===== config.mk =====
export PLATFORM = sky130hd
export DESIGN_NAME = adaptive_draft_length_control
export DESIGN_NICKNAME = d
export VERILOG_FILES = /design/src/adlc_pkg.sv /design/src/adaptive_draft_length_control.sv /design/src/adlc_ram.sv /design/src/adlc_div.sv
export SDC_FILE = /design/constraint.sdc
export NUM_CORES = 1
export LEC_CHECK = 0
export BUFFER_PORTS_ARGS = -buffer_cell sky130_fd_sc_hd__buf_2
export CORE_ASPECT_RATIO = 0.75
export CORE_UTILIZATION = 25
export DETAILED_ROUTE_END_ITERATION = 16
export GPL_TIMING_DRIVEN = 0
export HOLD_SLACK_MARGIN = 0.12
export PLACE_DENSITY = 0.42
export SETUP_SLACK_MARGIN = 0.02
export SYNTH_ARGS = -nofsm -noshare
export SYNTH_HDL_FRONTEND = slang
export SYNTH_SLANG_ARGS = --single-unit

===== constraint.sdc =====
create_clock -name clk -period 7.65 [get_ports clk]
set_clock_uncertainty 0.15 [all_clocks]
set_input_delay 1.1475 -clock clk [delete_from_list [all_inputs] [get_ports clk]]
set_output_delay 1.1475 -clock clk [all_outputs]
set_load 0.005 [all_outputs]

===== src/adlc_pkg.sv =====
// ----------------------------------------------------------------------------
// adlc_pkg
// Shared types, widths, register indexes and codes of the adaptive draft
// length controller.
// ----------------------------------------------------------------------------
package adlc_pkg;

  localparam int MAX_WINDOW_DEF = 64;
  localparam int LIMIT_CAP_DEF  = 255;

  localparam int SAMPLE_W    = 17;
  localparam int WLEN_W      = 7;
  localparam int TLIM_W      = 8;
  localparam int CHG_W       = 2;
  localparam int HELD_W      = 7;
  localparam int CFG_IDX_W   = 3;
  localparam int CFG_DATA_W  = 17;
  localparam int IN_TDATA_W  = 24;
  localparam int OUT_FIELD_W = SAMPLE_W + TLIM_W + CHG_W + HELD_W;
  localparam int OUT_TDATA_W = 40;

  localparam logic [SAMPLE_W-1:0] ONE_Q16 = 17'h10000;

  localparam logic [WLEN_W-1:0]   WLEN_RST   = 7'd16;
  localparam logic [SAMPLE_W-1:0] TGT_RST    = 17'd45875;
  localparam logic [TLIM_W-1:0]   MINL_RST   = 8'd1;
  localparam logic [TLIM_W-1:0]   STARTL_RST = 8'd8;
  localparam logic                AEN_RST    = 1'b1;

  localparam logic [CFG_IDX_W-1:0] REG_WINDOW_LENGTH = 3'd0;
  localparam logic [CFG_IDX_W-1:0] REG_TARGET_RATE   = 3'd1;
  localparam logic [CFG_IDX_W-1:0] REG_MIN_LIMIT     = 3'd2;
  localparam logic [CFG_IDX_W-1:0] REG_START_LIMIT   = 3'd3;
  localparam logic [CFG_IDX_W-1:0] REG_ADAPT_ENABLE  = 3'd4;

  localparam logic [CHG_W-1:0] CHG_HOLD = 2'd0;
  localparam logic [CHG_W-1:0] CHG_DEC  = 2'd1;
  localparam logic [CHG_W-1:0] CHG_INC  = 2'd2;

  typedef struct packed {
    logic busy;
    logic done;
  } div_stat_t;

  // a limit of zero is treated as one
  function automatic logic [TLIM_W-1:0] nonzero_limit(input logic [TLIM_W-1:0] v);
    nonzero_limit = (v == '0) ? TLIM_W'(1) : v;
  endfunction

endpackage


===== src/adaptive_draft_length_control.sv =====
// ----------------------------------------------------------------------------
// adaptive_draft_length_control
// Moving average of acceptance-rate samples steering the draft token limit.
// ----------------------------------------------------------------------------
// Channels: in_* takes one rate sample per request (in_tdata[16:0], Q1.16,
// values above 1.0 saturate). out_* returns one result per sample. cfg_*
// writes a register (index, data); cfg_ready is always high, the user must
// make writes only while the block is idle; the block does not enforce it.
// Timing: an accepted sample first drops the oldest samples beyond the
// window (a ring read and a subtract per dropped sample, each after a check),
// then stores the new sample, then divides the window sum by the held
// count in the serial divider, one quotient bit per cycle (17 + count
// width bits, 24 at the default depth of 64), then hands over the quotient
// and decides the limit. in_tready is high only in idle, so a new sample
// is taken only after the limit for the last one is decided.
// The result sits in an output register; a stalled receiver holds it and
// the next sample may still be taken, its result waits for the register.
// Reset clears the ring pointer, count and sum, loads the limit with 8 and
// the registers with their defaults; ring contents are never read before
// they are written.
// ----------------------------------------------------------------------------
module adaptive_draft_length_control #(
  parameter int MAX_WINDOW = adlc_pkg::MAX_WINDOW_DEF,
  parameter int LIMIT_CAP  = adlc_pkg::LIMIT_CAP_DEF
) (
  input  logic                                clk,
  input  logic                                rst_n,
  // in_tdata: rate_sample[16:0]
  input  logic                                in_tvalid,
  output logic                                in_tready,
  input  logic [adlc_pkg::IN_TDATA_W-1:0]     in_tdata,
  // out_tdata: average_rate[16:0], token_limit[24:17], limit_change[26:25],
  //            samples_held[33:27]
  output logic                                out_tvalid,
  input  logic                                out_tready,
  output logic [adlc_pkg::OUT_TDATA_W-1:0]    out_tdata,
  input  logic                                cfg_valid,
  output logic                                cfg_ready,
  input  logic [adlc_pkg::CFG_IDX_W-1:0]      cfg_index,
  input  logic [adlc_pkg::CFG_DATA_W-1:0]     cfg_data
);

  localparam int SW     = adlc_pkg::SAMPLE_W;
  localparam int TW     = adlc_pkg::TLIM_W;
  localparam int IDX_W  = (MAX_WINDOW > 1) ? $clog2(MAX_WINDOW) : 1;
  localparam int CNT_W  = $clog2(MAX_WINDOW + 1);
  localparam int SUM_W  = SW + CNT_W;
  localparam int CAP_W  = $clog2(LIMIT_CAP + 1);
  localparam int LIM_W  = (CAP_W > TW) ? CAP_W : TW;
  localparam int CMP_W  = SW + 4;

  typedef enum logic [5:0] {
    S_IDLE   = 6'b000001,
    S_DROP   = 6'b000010,
    S_SUB    = 6'b000100,
    S_STORE  = 6'b001000,
    S_DIV    = 6'b010000,
    S_DECIDE = 6'b100000
  } state_t;

  state_t            state_r, state_nxt;
  logic [adlc_pkg::WLEN_W-1:0] wlen_r;
  logic [SW-1:0]     tgt_r;
  logic [TW-1:0]     minl_r;
  logic              aen_r;
  logic [SW-1:0]     sample_r, sample_nxt;
  logic [IDX_W-1:0]  head_r, head_nxt;
  logic [CNT_W-1:0]  held_r, held_nxt;
  logic [SUM_W-1:0]  sum_r, sum_nxt;
  logic [LIM_W-1:0]  limit_r, limit_nxt;
  logic              out_valid_r, out_valid_nxt;
  logic [SW-1:0]     out_avg_r, out_avg_nxt;
  logic [TW-1:0]     out_lim_r, out_lim_nxt;
  logic [adlc_pkg::CHG_W-1:0]  out_chg_r, out_chg_nxt;
  logic [adlc_pkg::HELD_W-1:0] out_held_r, out_held_nxt;

  logic [SW-1:0]     in_sample;
  logic [CNT_W-1:0]  win_eff;
  logic [CNT_W:0]    old_pos;
  logic [IDX_W-1:0]  rd_addr;
  logic [SW-1:0]     rd_data;
  logic              ram_we;
  logic              div_start;
  logic [SUM_W-1:0]  div_quo;
  adlc_pkg::div_stat_t div_stat;
  logic [SW-1:0]     avg;
  logic [CMP_W-1:0]  avg10, tgt9, tgt11;
  logic [LIM_W-1:0]  floor_lim;
  logic              out_free;

  assign in_sample = (in_tdata[SW-1:0] > adlc_pkg::ONE_Q16) ? adlc_pkg::ONE_Q16
                                                            : in_tdata[SW-1:0];

  always_comb begin
    if (wlen_r == '0) begin
      win_eff = CNT_W'(1);
    end else if (32'(wlen_r) > 32'(MAX_WINDOW)) begin
      win_eff = CNT_W'(MAX_WINDOW);
    end else begin
      win_eff = CNT_W'(wlen_r);
    end
  end

  // slot of the oldest held sample
  always_comb begin
    if ({1'b0, (CNT_W)'(head_r)} >= {1'b0, held_r}) begin
      old_pos = {1'b0, (CNT_W)'(head_r)} - {1'b0, held_r};
    end else begin
      old_pos = {1'b0, (CNT_W)'(head_r)} + (CNT_W + 1)'(MAX_WINDOW) - {1'b0, held_r};
    end
  end
  assign rd_addr = IDX_W'(old_pos);

  assign avg       = SW'(div_quo);
  assign avg10     = CMP_W'({avg, 3'b000}) + CMP_W'({avg, 1'b0});
  assign tgt9      = CMP_W'({tgt_r, 3'b000}) + CMP_W'(tgt_r);
  assign tgt11     = CMP_W'({tgt_r, 3'b000}) + CMP_W'({tgt_r, 1'b0}) + CMP_W'(tgt_r);
  assign floor_lim = LIM_W'(adlc_pkg::nonzero_limit(minl_r));
  assign out_free  = !out_valid_r || out_tready;

  assign ram_we    = (state_r == S_STORE);
  assign div_start = (state_r == S_STORE);

  always_comb begin
    state_nxt     = state_r;
    sample_nxt    = sample_r;
    head_nxt      = head_r;
    held_nxt      = held_r;
    sum_nxt       = sum_r;
    limit_nxt     = limit_r;
    out_valid_nxt = out_valid_r && !out_tready;
    out_avg_nxt   = out_avg_r;
    out_lim_nxt   = out_lim_r;
    out_chg_nxt   = out_chg_r;
    out_held_nxt  = out_held_r;
    if (cfg_valid && cfg_index == adlc_pkg::REG_START_LIMIT) begin
      limit_nxt = LIM_W'(adlc_pkg::nonzero_limit(cfg_data[TW-1:0]));
    end
    unique case (state_r)
      S_IDLE: begin
        if (in_tvalid) begin
          sample_nxt = in_sample;
          state_nxt  = S_DROP;
        end
      end
      S_DROP: begin
        if (held_r >= win_eff && held_r != '0) begin
          state_nxt = S_SUB;
        end else begin
          state_nxt = S_STORE;
        end
      end
      S_SUB: begin
        sum_nxt   = sum_r - SUM_W'(rd_data);
        held_nxt  = held_r - CNT_W'(1);
        state_nxt = S_DROP;
      end
      S_STORE: begin
        head_nxt  = (32'(head_r) == MAX_WINDOW - 1) ? '0 : head_r + IDX_W'(1);
        held_nxt  = held_r + CNT_W'(1);
        sum_nxt   = sum_r + SUM_W'(sample_r);
        state_nxt = S_DIV;
      end
      S_DIV: begin
        if (div_stat.done) begin
          state_nxt = S_DECIDE;
        end
      end
      S_DECIDE: begin
        if (out_free) begin
          out_chg_nxt = adlc_pkg::CHG_HOLD;
          if (aen_r) begin
            if (avg10 < tgt9) begin
              if (limit_r > floor_lim) begin
                limit_nxt   = limit_r - LIM_W'(1);
                out_chg_nxt = adlc_pkg::CHG_DEC;
              end
            end else if (avg10 > tgt11) begin
              if (limit_r < LIM_W'(LIMIT_CAP)) begin
                limit_nxt   = limit_r + LIM_W'(1);
                out_chg_nxt = adlc_pkg::CHG_INC;
              end
            end
          end
          out_valid_nxt = 1'b1;
          out_avg_nxt   = avg;
          out_lim_nxt   = TW'(limit_nxt);
          out_held_nxt  = adlc_pkg::HELD_W'(held_r);
          state_nxt     = S_IDLE;
        end
      end
      default: state_nxt = S_IDLE;
    endcase
  end

  always_ff @(posedge clk) begin
    if (!rst_n) begin
      state_r     <= S_IDLE;
      wlen_r      <= adlc_pkg::WLEN_RST;
      tgt_r       <= adlc_pkg::TGT_RST;
      minl_r      <= adlc_pkg::MINL_RST;
      aen_r       <= adlc_pkg::AEN_RST;
      head_r      <= '0;
      held_r      <= '0;
      sum_r       <= '0;
      limit_r     <= LIM_W'(adlc_pkg::nonzero_limit(adlc_pkg::STARTL_RST));
      out_valid_r <= 1'b0;
    end else begin
      state_r     <= state_nxt;
      head_r      <= head_nxt;
      held_r      <= held_nxt;
      sum_r       <= sum_nxt;
      limit_r     <= limit_nxt;
      out_valid_r <= out_valid_nxt;
      if (cfg_valid) begin
        unique case (cfg_index)
          adlc_pkg::REG_WINDOW_LENGTH: wlen_r <= cfg_data[adlc_pkg::WLEN_W-1:0];
          adlc_pkg::REG_TARGET_RATE:   tgt_r  <= cfg_data[SW-1:0];
          adlc_pkg::REG_MIN_LIMIT:     minl_r <= cfg_data[TW-1:0];
          adlc_pkg::REG_ADAPT_ENABLE:  aen_r  <= cfg_data[0];
          default: ;
        endcase
      end
    end
    sample_r   <= sample_nxt;
    out_avg_r  <= out_avg_nxt;
    out_lim_r  <= out_lim_nxt;
    out_chg_r  <= out_chg_nxt;
    out_held_r <= out_held_nxt;
  end

  adlc_ram #(
    .WIDTH (SW),
    .DEPTH (MAX_WINDOW)
  ) u_ring (
    .clk   (clk),
    .we    (ram_we),
    .waddr (head_r),
    .wdata (sample_r),
    .raddr (rd_addr),
    .rdata (rd_data)
  );

  adlc_div #(
    .DVD_W (SUM_W),
    .DVS_W (CNT_W)
  ) u_div (
    .clk      (clk),
    .rst_n    (rst_n),
    .start    (div_start),
    .dividend (sum_nxt),
    .divisor  (held_nxt),
    .quotient (div_quo),
    .stat     (div_stat)
  );

  assign in_tready  = (state_r == S_IDLE);
  assign cfg_ready  = 1'b1;
  assign out_tvalid = out_valid_r;
  assign out_tdata  = {(adlc_pkg::OUT_TDATA_W - adlc_pkg::OUT_FIELD_W)'(0),
                       out_held_r, out_chg_r, out_lim_r, out_avg_r};

`ifndef ASSERT_OFF
  a_accept_busy: assert property (@(posedge clk) disable iff (!rst_n)
    in_tvalid && in_tready |=> !in_tready)
    else $error("sample accepted while a sample is in work");

  a_held_max: assert property (@(posedge clk) disable iff (!rst_n)
    held_r <= CNT_W'(MAX_WINDOW))
    else $error("held count beyond ring depth");

  a_limit_nonzero: assert property (@(posedge clk) disable iff (!rst_n)
    limit_r != '0)
    else $error("token limit reached zero");

  a_div_in_state: assert property (@(posedge clk) disable iff (!rst_n)
    div_stat.busy |-> state_r == S_DIV)
    else $error("divider busy outside divide state");
`endif

endmodule


===== src/adlc_ram.sv =====
// ----------------------------------------------------------------------------
// adlc_ram
// Generic single write port, single read port RAM with registered read.
// ----------------------------------------------------------------------------
module adlc_ram #(
  parameter int WIDTH = 17,
  parameter int DEPTH = 64,
  localparam int AW   = (DEPTH > 1) ? $clog2(DEPTH) : 1
) (
  input  logic             clk,
  input  logic             we,
  input  logic [AW-1:0]    waddr,
  input  logic [WIDTH-1:0] wdata,
  input  logic [AW-1:0]    raddr,
  output logic [WIDTH-1:0] rdata
);

  logic [WIDTH-1:0] mem [DEPTH];
  logic [WIDTH-1:0] rdata_r;

  always_ff @(posedge clk) begin
    if (we) begin
      mem[waddr] <= wdata;
    end
    rdata_r <= mem[raddr];
  end

  assign rdata = rdata_r;

endmodule


===== src/adlc_div.sv =====
// ----------------------------------------------------------------------------
// adlc_div
// Restoring unsigned divider, one quotient bit per cycle.
// ----------------------------------------------------------------------------
module adlc_div #(
  parameter int DVD_W = 24,
  parameter int DVS_W = 7
) (
  input  logic                clk,
  input  logic                rst_n,
  input  logic                start,
  input  logic [DVD_W-1:0]    dividend,
  input  logic [DVS_W-1:0]    divisor,
  output logic [DVD_W-1:0]    quotient,
  output adlc_pkg::div_stat_t stat
);

  localparam int CW = $clog2(DVD_W + 1);

  logic [DVD_W-1:0] quo_r, quo_nxt;
  logic [DVS_W-1:0] rem_r, rem_nxt;
  logic [DVS_W-1:0] dvs_r, dvs_nxt;
  logic [CW-1:0]    cnt_r, cnt_nxt;
  logic             busy_r, busy_nxt;
  logic             done_r, done_nxt;
  logic [DVS_W:0]   rem_sh;
  logic             ge;

  always_comb begin
    rem_sh   = {rem_r, quo_r[DVD_W-1]};
    ge       = rem_sh >= {1'b0, dvs_r};
    quo_nxt  = quo_r;
    rem_nxt  = rem_r;
    dvs_nxt  = dvs_r;
    cnt_nxt  = cnt_r;
    busy_nxt = busy_r;
    done_nxt = 1'b0;
    if (start) begin
      quo_nxt  = dividend;
      rem_nxt  = '0;
      dvs_nxt  = divisor;
      cnt_nxt  = CW'(DVD_W);
      busy_nxt = 1'b1;
    end else if (busy_r) begin
      quo_nxt = {quo_r[DVD_W-2:0], ge};
      rem_nxt = ge ? DVS_W'(rem_sh - {1'b0, dvs_r}) : DVS_W'(rem_sh);
      cnt_nxt = cnt_r - CW'(1);
      if (cnt_r == CW'(1)) begin
        busy_nxt = 1'b0;
        done_nxt = 1'b1;
      end
    end
  end

  always_ff @(posedge clk) begin
    if (!rst_n) begin
      busy_r <= 1'b0;
      done_r <= 1'b0;
      cnt_r  <= '0;
    end else begin
      busy_r <= busy_nxt;
      done_r <= done_nxt;
      cnt_r  <= cnt_nxt;
    end
    quo_r <= quo_nxt;
    rem_r <= rem_nxt;
    dvs_r <= dvs_nxt;
  end

  assign quotient  = quo_r;
  assign stat.busy = busy_r;
  assign stat.done = done_r;

endmodule


Word-level counts from Yosys, hierarchy flattened
Memory sizes are Yosys's and may differ from the RTL's. A register that Yosys moved wholly into a read port is not among the register bits. Cells that the tools add are included.

Memories: 1. Memory bits (writable): 1088. Register bits after elaboration: 181. Word-level logic and storage cells: 124. Output and inout port bits: 43. Input bits: 49.

Memory list: u_ring.mem (depth 64, width 17, read ports 1, clocked after memory_dff 1, wr ports 1, RTL line adlc_ram.sv:18) `logic [WIDTH-1:0] mem [DEPTH];`.

Muxes and demuxes: 38. Order comparisons: 9. Reductions and logical operators: 21. $add $sub $neg: 16. Bitwise operators: 2. Equal/unequal tests: 15.

Operator list (number): $mux 8 (10); $mux 24 (2); $pmux 24 s2 (1); $add 20x18->21 (2); $pmux 6 s6 (1); $mux 6 (5); $add 24x17->24 (1); $sub 24x17->24 (1); $add 20x17->21 (1); $add 21x17->21 (1); $gt 21x21->1 (1); $lt 21x21->1 (1); $mux 7 (3); $gt 17x17->1 const B (1); $logic_not 8->1 (2); $pmux 7 s2 (1); $add 6x1->6 const B (2); $eq 6x6->1 const B (2); $reduce_and 2->1 (6); $sub 6x6->6 (2); $mux 5 (2); $mux 1 (9); $add 8x1->8 const B (1); $ge 8x7->1 (1); other kinds (34) (42).

Logic depth before layout (Yosys ltp)
Gate-level depths: netlist of run 1.

Depth in word-level cells: 9. Depth in mapped cells: 23. Depth with buffers taken out: 23.

Cells and area by module
Synthesis of run 1 repeated with hierarchy kept, for this count alone.

Cell total of the unflattened synthesis: 3450. Area total of the unflattened synthesis: 55791.0 sq um.

By module, submodules not included: adlc_ram (cells each 1953, area an instance 42344.4 sq um, times used 1, seq. area each 33011.7 sq um); adaptive_draft_length_control (cells each 1316, area an instance 11215.8 sq um, times used 1, seq. area each 3233.1 sq um); adlc_div (cells each 181, area an instance 2230.9 sq um, times used 1, seq. area each 1211.2 sq um).

Worst setup path before layout of run 1
No wires, ideal clock.

Path kind: reg-to-reg. From: register tgt_r[3]. To: register out_lim_r[3], data pin. Arrival: 4.920 ns. Path buffers: 0. Cell stages (with the launch flop): 23. Period minus slack after synthesis: 5.329 ns. Path slack: 2.321 ns. Setup time: 0.259 ns. Required time: 7.241 ns. Cell sequence: dfxtp_1 > inv_1 > fa_1 > inv_1 > fa_1 > a21o_1 > a21oi_1 > nor2_1 > o21a_1 > o211ai_1 > a311oi_1 > o41ai_1 > nor2b_1 > xor2_1 > ha_1 > nand4_1 > nor3_1 > a221o_1 > a211o_1 > nand4_2 > nor2_2 > mux4_2 > nand2b_1.

Cells in the longest elaborated chain, start to end: 6. Elaborated cells on any way between the ends: 8. Those cells by class: add/sub: 3; order compare: 2; mux: 3.

RTL lines: start, declared (RTL line adaptive_draft_length_control.sv:63) `logic [SW-1:0] tgt_r;`; start signal, assigned (RTL line adaptive_draft_length_control.sv:200) `tgt_r <= adlc_pkg::TGT_RST;`; start signal, assigned (RTL line adaptive_draft_length_control.sv:218) `adlc_pkg::REG_TARGET_RATE: tgt_r <= cfg_data[SW-1:0];`; $add 20x18->21 (RTL line adaptive_draft_length_control.sv:117) `assign tgt11 = CMP_W'({tgt_r, 3'b000}) + CMP_W'({tgt_r, 1'b0}) + CMP_W'(tgt_r);`; $add 21x17->21 (RTL line adaptive_draft_length_control.sv:117); $gt 21x21->1 (RTL line adaptive_draft_length_control.sv:178) `end else if (avg10 > tgt11) begin`; $mux 8 (RTL line adaptive_draft_length_control.sv:178); $mux 8 (*) (RTL line adaptive_draft_length_control.sv:173) `if (avg10 < tgt9) begin`; $mux 8 (*) (RTL line adaptive_draft_length_control.sv:172) `if (aen_r) begin`; end signal, assigned (RTL line adaptive_draft_length_control.sv:227) `out_lim_r <= out_lim_nxt;`; end, declared (RTL line adaptive_draft_length_control.sv:73) `logic [TW-1:0] out_lim_r, out_lim_nxt;`.

Mark *: on every way between the ends. The rest lies on a longest branch, timed or not. A chain may end at the register's enable or synchronous reset.

Final worst setup path of run 1
From: register tgt_r[3]. To: register limit_r[4].

Cells in the longest elaborated chain, start to end: 8. Elaborated cells on any way between the ends: 10. Those cells by class: add/sub: 3; order compare: 2; mux: 5.

RTL lines: $add 20x18->21 (RTL line adaptive_draft_length_control.sv:117); $add 21x17->21 (RTL line adaptive_draft_length_control.sv:117); $gt 21x21->1 (RTL line adaptive_draft_length_control.sv:178); $mux 8 (RTL line adaptive_draft_length_control.sv:178); $mux 8 (*) (RTL line adaptive_draft_length_control.sv:173); $mux 8 (*) (RTL line adaptive_draft_length_control.sv:172); $mux 8 (*) (RTL line adaptive_draft_length_control.sv:170) `if (out_free) begin`; $mux 8 (*) (RTL line adaptive_draft_length_control.sv:139) `unique case (state_r)`; end signal, assigned (RTL line adaptive_draft_length_control.sv:206) `limit_r <= LIM_W'(adlc_pkg::nonzero_limit(adlc_pkg::STARTL_RST));`; end signal, assigned (RTL line adaptive_draft_length_control.sv:213) `limit_r <= limit_nxt;`; end, declared (RTL line adaptive_draft_length_control.sv:70) `logic [LIM_W-1:0] limit_r, limit_nxt;`.

Marks and branches as above.

==> impl_metrics.json, run 1 <==
{
  "cts_tree": "built",
  "io_pins": 92,
  "layout_common_cells": "edfxtp_1 (1170), mux4_2 (341), nand2_1 (205)",
  "ys_types": 75,
  "ir_drop_mv": 0.143,
  "clk_path_buf_depth": 4,
  "antenna_cells": 0,
  "avgSynthCellArea_um2": 17.3,
  "synth.area.top_cells": "edfxtp_1 (64%), mux4_2 (14%), dfxtp_1 (4.2%), ha_1 (3.4%), nand2_1 (1.4%)",
  "arrival_ns": 6.94,
  "layout_min_cycle_time_ns": 6.42,
  "syn_to_final_growth_pct": 19.7,
  "yosys.area.top_type_share_pct": 64.0,
  "rr_worst_depth": 23,
  "async_reset_ff_share_pct": 0,
  "hold_start": "sum_r[16]",
  "hpwl_um": 112000,
  "grt_use_total_pct": 13.9,
  "die-area_um2": 222000,
  "reg2reg_from": "tgt_r[3]",
  "cp-start-kind": "register",
  "cts_setup_buffers": 0,
  "postCtsResizedCells": 0,
  "drt_wl_total_um": 154000,
  "cpLargestDelayFamily": "compound AO/OA/AOI/OAI gates",
  "path_max_fanout": 7,
  "post_drt_wl_per_cell_um": 23.6,
  "drtPass1Iterations": 7,
  "finalCritPeriodShare_pct": 84.0,
  "route.detailed.drc": 0,
  "hold_end": "sum_r[16]",
  "r2r-end": "limit_r[4]",
  "routed-via-count": 29700,
  "antenna_found_initial": 6,
  "setup_tns_ns": 0,
  "start_util_pct": 25.2,
  "drive_gt1_share_pct": 22.6,
  "hold_viol": 0,
  "worst_slew_margin_rel_pct": 11.9,
  "max_slew.worst_pin.slew_ns": 1.32,
  "portBuffers": 76,
  "ant_nets": 0,
  "syn_inst": 3170,
  "cellLeakagePower_nw": 21.4,
  "cts_root_buf": "clkbuf_16",
  "status": "finished, final reports clean",
  "cpMaxStageDelayCell": "mux2i_1",
  "synth_area_um2": 54900,
  "synth_top_cell_by_area": "edfxtp_1",
  "hp-class": "register to register",
  "maxSlewViolCount": 0,
  "ys_seq_area_share_pct": 68.2,
  "numCtsBuffers": 146,
  "dpl_cell_area_um2": 61400,
  "synth_edf_count": 1170,
  "worstSetupPathType": "register to register",
  "yosysWarnings": 0,
  "setup_viol": 0,
  "dieHeight_um": 408,
  "power.density_nw_per_um2": 234,
  "numClockSinks": 1286,
  "routabilityCongestion": 0.844,
  "whs_path_depth": 2,
  "power.share.sequential_pct": 50.9,
  "die_w_um": 543,
  "std_cell_rows": 148,
  "core_region_area_um2": 218000,
  "first_iter_violations": 2451,
  "grt_pass1_vias": 30200,
  "internal_power_mw": 12.0,
  "fmax_mhz": 156,
  "clk_pin_slew_ns": 0.06,
  "comb_power_share_pct": 6.0,
  "worstPathCellList": "inv_1 -> fa_1 -> inv_1 -> fa_1 -> a21o_1 -> a21oi_1 -> nor2_1 -> o21a_1 -> o211ai_1 -> a311oi_1 -> o41ai_1 -> nor2b_1 -> xor2_1 -> ha_1 -> nand4_1 -> nor3_1 -> a221o_1 -> a211o_1 -> nand4_2 -> mux2i_1 -> a2bb2oi_1 -> o221ai_2 -> o21a_1",
  "clkPwrFrac_pct": 43.1,
  "grt_first_pass_wirelength_um": 222000,
  "synth-main-ff-cell": "edfxtp_1",
  "max_cap_viol_count": 0,
  "grt_max_degree": 36,
  "cp.required_ns": 8.17,
  "final_common_cell": "edfxtp_1",
  "worstPathBufferInverterCount": 2,
  "ys_ff_latch": 1286,
  "fin_area_um2": 65800,
  "insertion_delay_ns": 0.82,
  "p_sw_mw": 3.43,
  "grt_setup_unrepaired": "no",
  "finalNetCount": 3729,
  "slowest_delay_ns": 0.57,
  "endpoint_kind": "register",
  "grt-ovfl-total": 0,
  "vias_per_cell": 4.54,
  "postCtsHoldBufs": 0,
  "htree_levels": 4,
  "r2r_slack_ns": 1.23,
  "swShare_pct": 22.3
}
[sequential cells by signal, summed over array words and instances, names as in the netlist, 8 cells and up]
signal	count
sum_r	24
tgt_r	17
minl_r	8
u_div.quotient	24
sample_r	17
u_ring.rdata	17
out_lim_r	8
out_avg_r	17
u_ring.mem	1088
limit_r	8
[kinds of logic (layout without fill, tap and decap cells)]
family	Yosys count	in the layout	synth area share [%]
flops	1286	1286	68.2
xor+xnor	106	106	1.69
other cells	2	7	0.0137
fa+ha+maj	171	171	4.18
mux	385	385	14.8
buf+inv	219	649	1.58
simple gates	629	629	5.33
compound gates	372	372	4.23
[cells in the mapped netlist (all sizes together), types with 41 or more instances]
library cell  instances
dfxtp               116
o21ai                60
nand3                41
ha                  150
xnor2                62
nor2                186
buf                  52
mux2i                42
clkbuf               92
mux4                341
a21oi               152
nor2b                46
inv                  74
nand2               205
xor2                 44
edfxtp             1170
[cell type report]
type                            instances  area, um^2
Clock buffer                          195        3900
Timing Repair Buffer                  186        2660
Buffer                                144         584
Inverter                               75         282
Tap cell                             2925        3660
Multi-Input combinational cell       1670       16800
Sequential cell                      1286       37500
Clock inverter                         49         452
Fill cell                           21200      152000
[worst register-to-register path: cells and delay by family (launching register included)]
family                     cells  cell delay [ns]
AOI/OAI and AO/OA             11             2.59
xor gates and xnor gates       1             0.10
adders and majority gates      3             1.32
buffers and inverters          2             0.17
DFF                            1             0.51
muxes                          1             0.57
and+or+nand+nor                5             0.92
[worst max-delay path by stage]
stage,startpoint,slack (ns),to,depth (start not counted)
floorplan,tgt_r[3],2.32,out_lim_r[3],22
global placement,u_div.quotient[3],1.18,out_lim_r[3],19
detailed placement,tgt_r[4],1.19,out_lim_r[3],19
CTS,u_div.quotient[3],1.15,out_lim_r[3],19
global route,tgt_r[3],0.69,limit_r[4],23
finish,tgt_r[3],1.23,limit_r[4],23
[metrics by stage]
step / worst slack (ns) / cells / utilization [%] / hold WS [ns] / total power [mW]
6_report: 1.23 / 6530 / 30.2 / 0.310 / 15.4
3_5_place_dp: 1.19 / 6286 / 28.2 / 0.303 / 8.91
2_1_floorplan: 2.32 / 3175 / - / 0.286 / 8.45
3_3_place_gp: 1.18 / 6176 / 27.1 / 0.294 / 8.80
4_1_cts: 1.15 / 6530 / 30.2 / 0.314 / 15.6
5_1_grt: 0.691 / 6530 / 30.2 / 0.328 / 15.9
[power groups by stage]
stage	logic, mW	clock network (mW)	registers [mW]
after floorplan	0.450	0	8.00
after global placement	0.657	0	8.14
after detailed placement	0.934	0	7.98
after CTS	0.939	6.83	7.83
after global routing	1.02	7.08	7.83
final	0.925	6.63	7.83
[layer usage]
layer | global-route usage, % | routed length, um | vias up
met3 | 2.88 | 8640 | 220
met1 | 21.3 | 77500 | 15500
met4 | 3.56 | 3560 | 0
met5 | 0 | 0 | -
li1 | - | - | 13300
met2 | 19.5 | 64200 | 664
Note: power is estimated with default switching activity, not from simulation.
==> run 2, diff against run 1 <==
clock period = 6.5 ns   (was 7.65 ns; I/O delays follow)
==> run 2 against run 1 <==
  * Total power rose by 18%
  * Non-clock buffer count did not move
  * Critical endpoint is now out_lim_r[3]
  * Sequential power rose by 18%
==> impl_metrics.json, run 2 (synthesized netlist as in run 1, its figures left out) <==
{
  "status": "finished, final reports clean",
  "slowest_delay_ns": 0.53,
  "whs_path_depth": 3,
  "r2r_slack_ns": 0.43,
  "portBuffers": 76,
  "clk_pin_slew_ns": 0.06,
  "drt_wl_total_um": 154000,
  "cts_tree": "built",
  "finalNetCount": 3729,
  "setup_viol": 0,
  "hpwl_um": 112000,
  "clk_path_buf_depth": 4,
  "ant_nets": 0,
  "max_cap_viol_count": 0,
  "worstPathCellList": "inv_1 -> fa_1 -> inv_1 -> fa_1 -> a21o_1 -> a21oi_1 -> nor2_1 -> o21a_1 -> o211ai_1 -> a311oi_1 -> o41ai_2 -> nor2b_1 -> xor2_1 -> ha_1 -> nand4_1 -> nor3_1 -> a221o_1 -> a211o_2 -> nand4_2 -> nor2_2 -> mux4_2 -> nand2b_1",
  "worstPathBufferInverterCount": 2,
  "post_drt_wl_per_cell_um": 23.6,
  "die_w_um": 543,
  "numCtsBuffers": 146,
  "hp-class": "input port to register",
  "dieHeight_um": 408,
  "reg2reg_from": "tgt_r[3]",
  "std_cell_rows": 148,
  "routed-via-count": 29700,
  "cp-start-kind": "register",
  "ir_drop_mv": 0.168,
  "maxSlewViolCount": 0,
  "arrival_ns": 6.43,
  "die-area_um2": 222000,
  "first_iter_violations": 2485,
  "grt_max_degree": 36,
  "start_util_pct": 25.2,
  "worst_slew_margin_rel_pct": 12.3,
  "syn_to_final_growth_pct": 19.8,
  "endpoint_kind": "register",
  "drtPass1Iterations": 7,
  "grt_setup_unrepaired": "no",
  "layout_common_cells": "edfxtp_1 (1170), mux4_2 (341), nand2_1 (205)",
  "vias_per_cell": 4.55,
  "cpLargestDelayFamily": "compound AO/OA/AOI/OAI gates",
  "path_max_fanout": 6,
  "setup_tns_ns": 0,
  "route.detailed.drc": 0,
  "r2r-end": "out_lim_r[3]",
  "finalCritPeriodShare_pct": 93.4,
  "largest_reg_flops": 1088,
  "insertion_delay_ns": 0.83,
  "cellLeakagePower_nw": 21.4,
  "antenna_found_initial": 6,
  "final_common_cell": "edfxtp_1",
  "power.density_nw_per_um2": 275,
  "hold_start": "cfg_data[15]",
  "io_pins": 92,
  "worstSetupPathType": "register to register",
  "core_region_area_um2": 218000,
  "rr_worst_depth": 22,
  "p_total_mw": 18.1,
  "grt_first_pass_wirelength_um": 222000,
  "cp.required_ns": 6.86,
  "fill_cells": 21200,
  "grt-ovfl-total": 0,
  "fin_hold_ws_ns": 0.274,
  "max_slew.worst_pin.slew_ns": 1.32,
  "layout_min_cycle_time_ns": 6.07,
  "htree_levels": 4,
  "cts_root_buf": "clkbuf_16",
  "hold_viol": 0,
  "postCtsHoldBufs": 0,
  "numClockSinks": 1286,
  "hold_end": "tgt_r[15]",
  "cpMaxStageDelayCell": "fa_1",
  "grt_use_total_pct": 13.9,
  "fmax_mhz": 165,
  "grt_pass1_vias": 30200,
  "routabilityCongestion": 0.844,
  "drive_gt1_share_pct": 22.9,
  "regMostFlops": "u_ring.mem"
}
## run 2: cell types whose count changed in the layout (fill, tap and decap cells not counted), moves of 2 or more
| cell | delta |
|---|---|
| diode_2 | +3 |
| o41ai_2 | +3 |
| o41ai_1 | -3 |
| dfxtp_2 | +2 |
| clkbuf_2 | +2 |
| dfxtp_1 | -2 |
## run 2: report_power, final
part           internal [mW]  switching [mW]  total [mW]  leakage [nW]
sequential              9.12          0.0923        9.21          11.5
combinational          0.440           0.655        1.09          7.77
clock                   4.52            3.30        7.82          2.13
total                   14.1            4.05        18.1          21.4
## run 2: timing repair
item / in CTS / in global routing
setup buffers: 0 / 0
endpoints found under the setup margin: 2 / 20
gates resized for setup: 2 / 11
## run 2: how the worst max path moves through the flow
stage | start | end | cells past startpoint
6_report | tgt_r[3] | out_lim_r[3] | 22
5_1_grt | tgt_r[3] | out_lim_r[3] | 22
4_1_cts | tgt_r[3] | limit_r[2] | 23
3_5_place_dp | tgt_r[4] | out_lim_r[3] | 19
3_3_place_gp | u_div.quotient[3] | out_lim_r[3] | 19
2_1_floorplan | tgt_r[3] | out_lim_r[3] | 22
## run 2: worst reg2reg max path, cell delays in order (launching register included)
cell and delay, ns:
dfxtp_2 0.42, inv_1 0.09, fa_1 0.53, inv_1 0.06, fa_1 0.47, a21o_1 0.19
a21oi_1 0.22, nor2_1 0.08, o21a_1 0.21, o211ai_1 0.29, a311oi_1 0.20, o41ai_2 0.29
nor2b_1 0.20, xor2_1 0.20, ha_1 0.28, nand4_1 0.15, nor3_1 0.09, a221o_1 0.33
a211o_2 0.35, nand4_2 0.19, nor2_2 0.11, mux4_2 0.52, nand2b_1 0.19
## run 2: metal layers
metal	up-vias	routed length [um]	global-route usage, %
li1	13300	-	-
met1	15500	77400	21.3
met5	-	0	0
met4	0	3510	3.56
met3	213	8900	2.88
met2	730	64300	19.5
## run 2: layout make-up
| class | count | area (um^2) | share of cell area (%) |
|---|---|---|---|
| Sequential cell | 1286 | 37500 | 56.9 |
| Clock inverter | 49 | 452 | 0.686 |
| Multi-Input combinational cell | 1670 | 16800 | 25.5 |
| Timing Repair Buffer | 186 | 2660 | 4.04 |
| Buffer | 144 | 587 | 0.892 |
| Antenna cell | 3 | 7.51 | 0.0114 |
| Tap cell | 2925 | 3660 | 5.56 |
| Inverter | 75 | 282 | 0.428 |
| Clock buffer | 195 | 3900 | 5.93 |
## run 2: through the flow
step / worst slack [ns] / utilization [%] / area [um^2] / instances
2_1_floorplan: 1.17 / - / 54900 / 3175
3_3_place_gp: 0.0286 / 27.1 / 59000 / 6176
3_5_place_dp: 0.0432 / 28.2 / 61400 / 6286
4_1_cts: 0.0908 / 30.2 / 65800 / 6530
5_1_grt: 0.0351 / 30.2 / 65800 / 6530
6_report: 0.431 / 30.3 / 65800 / 6533
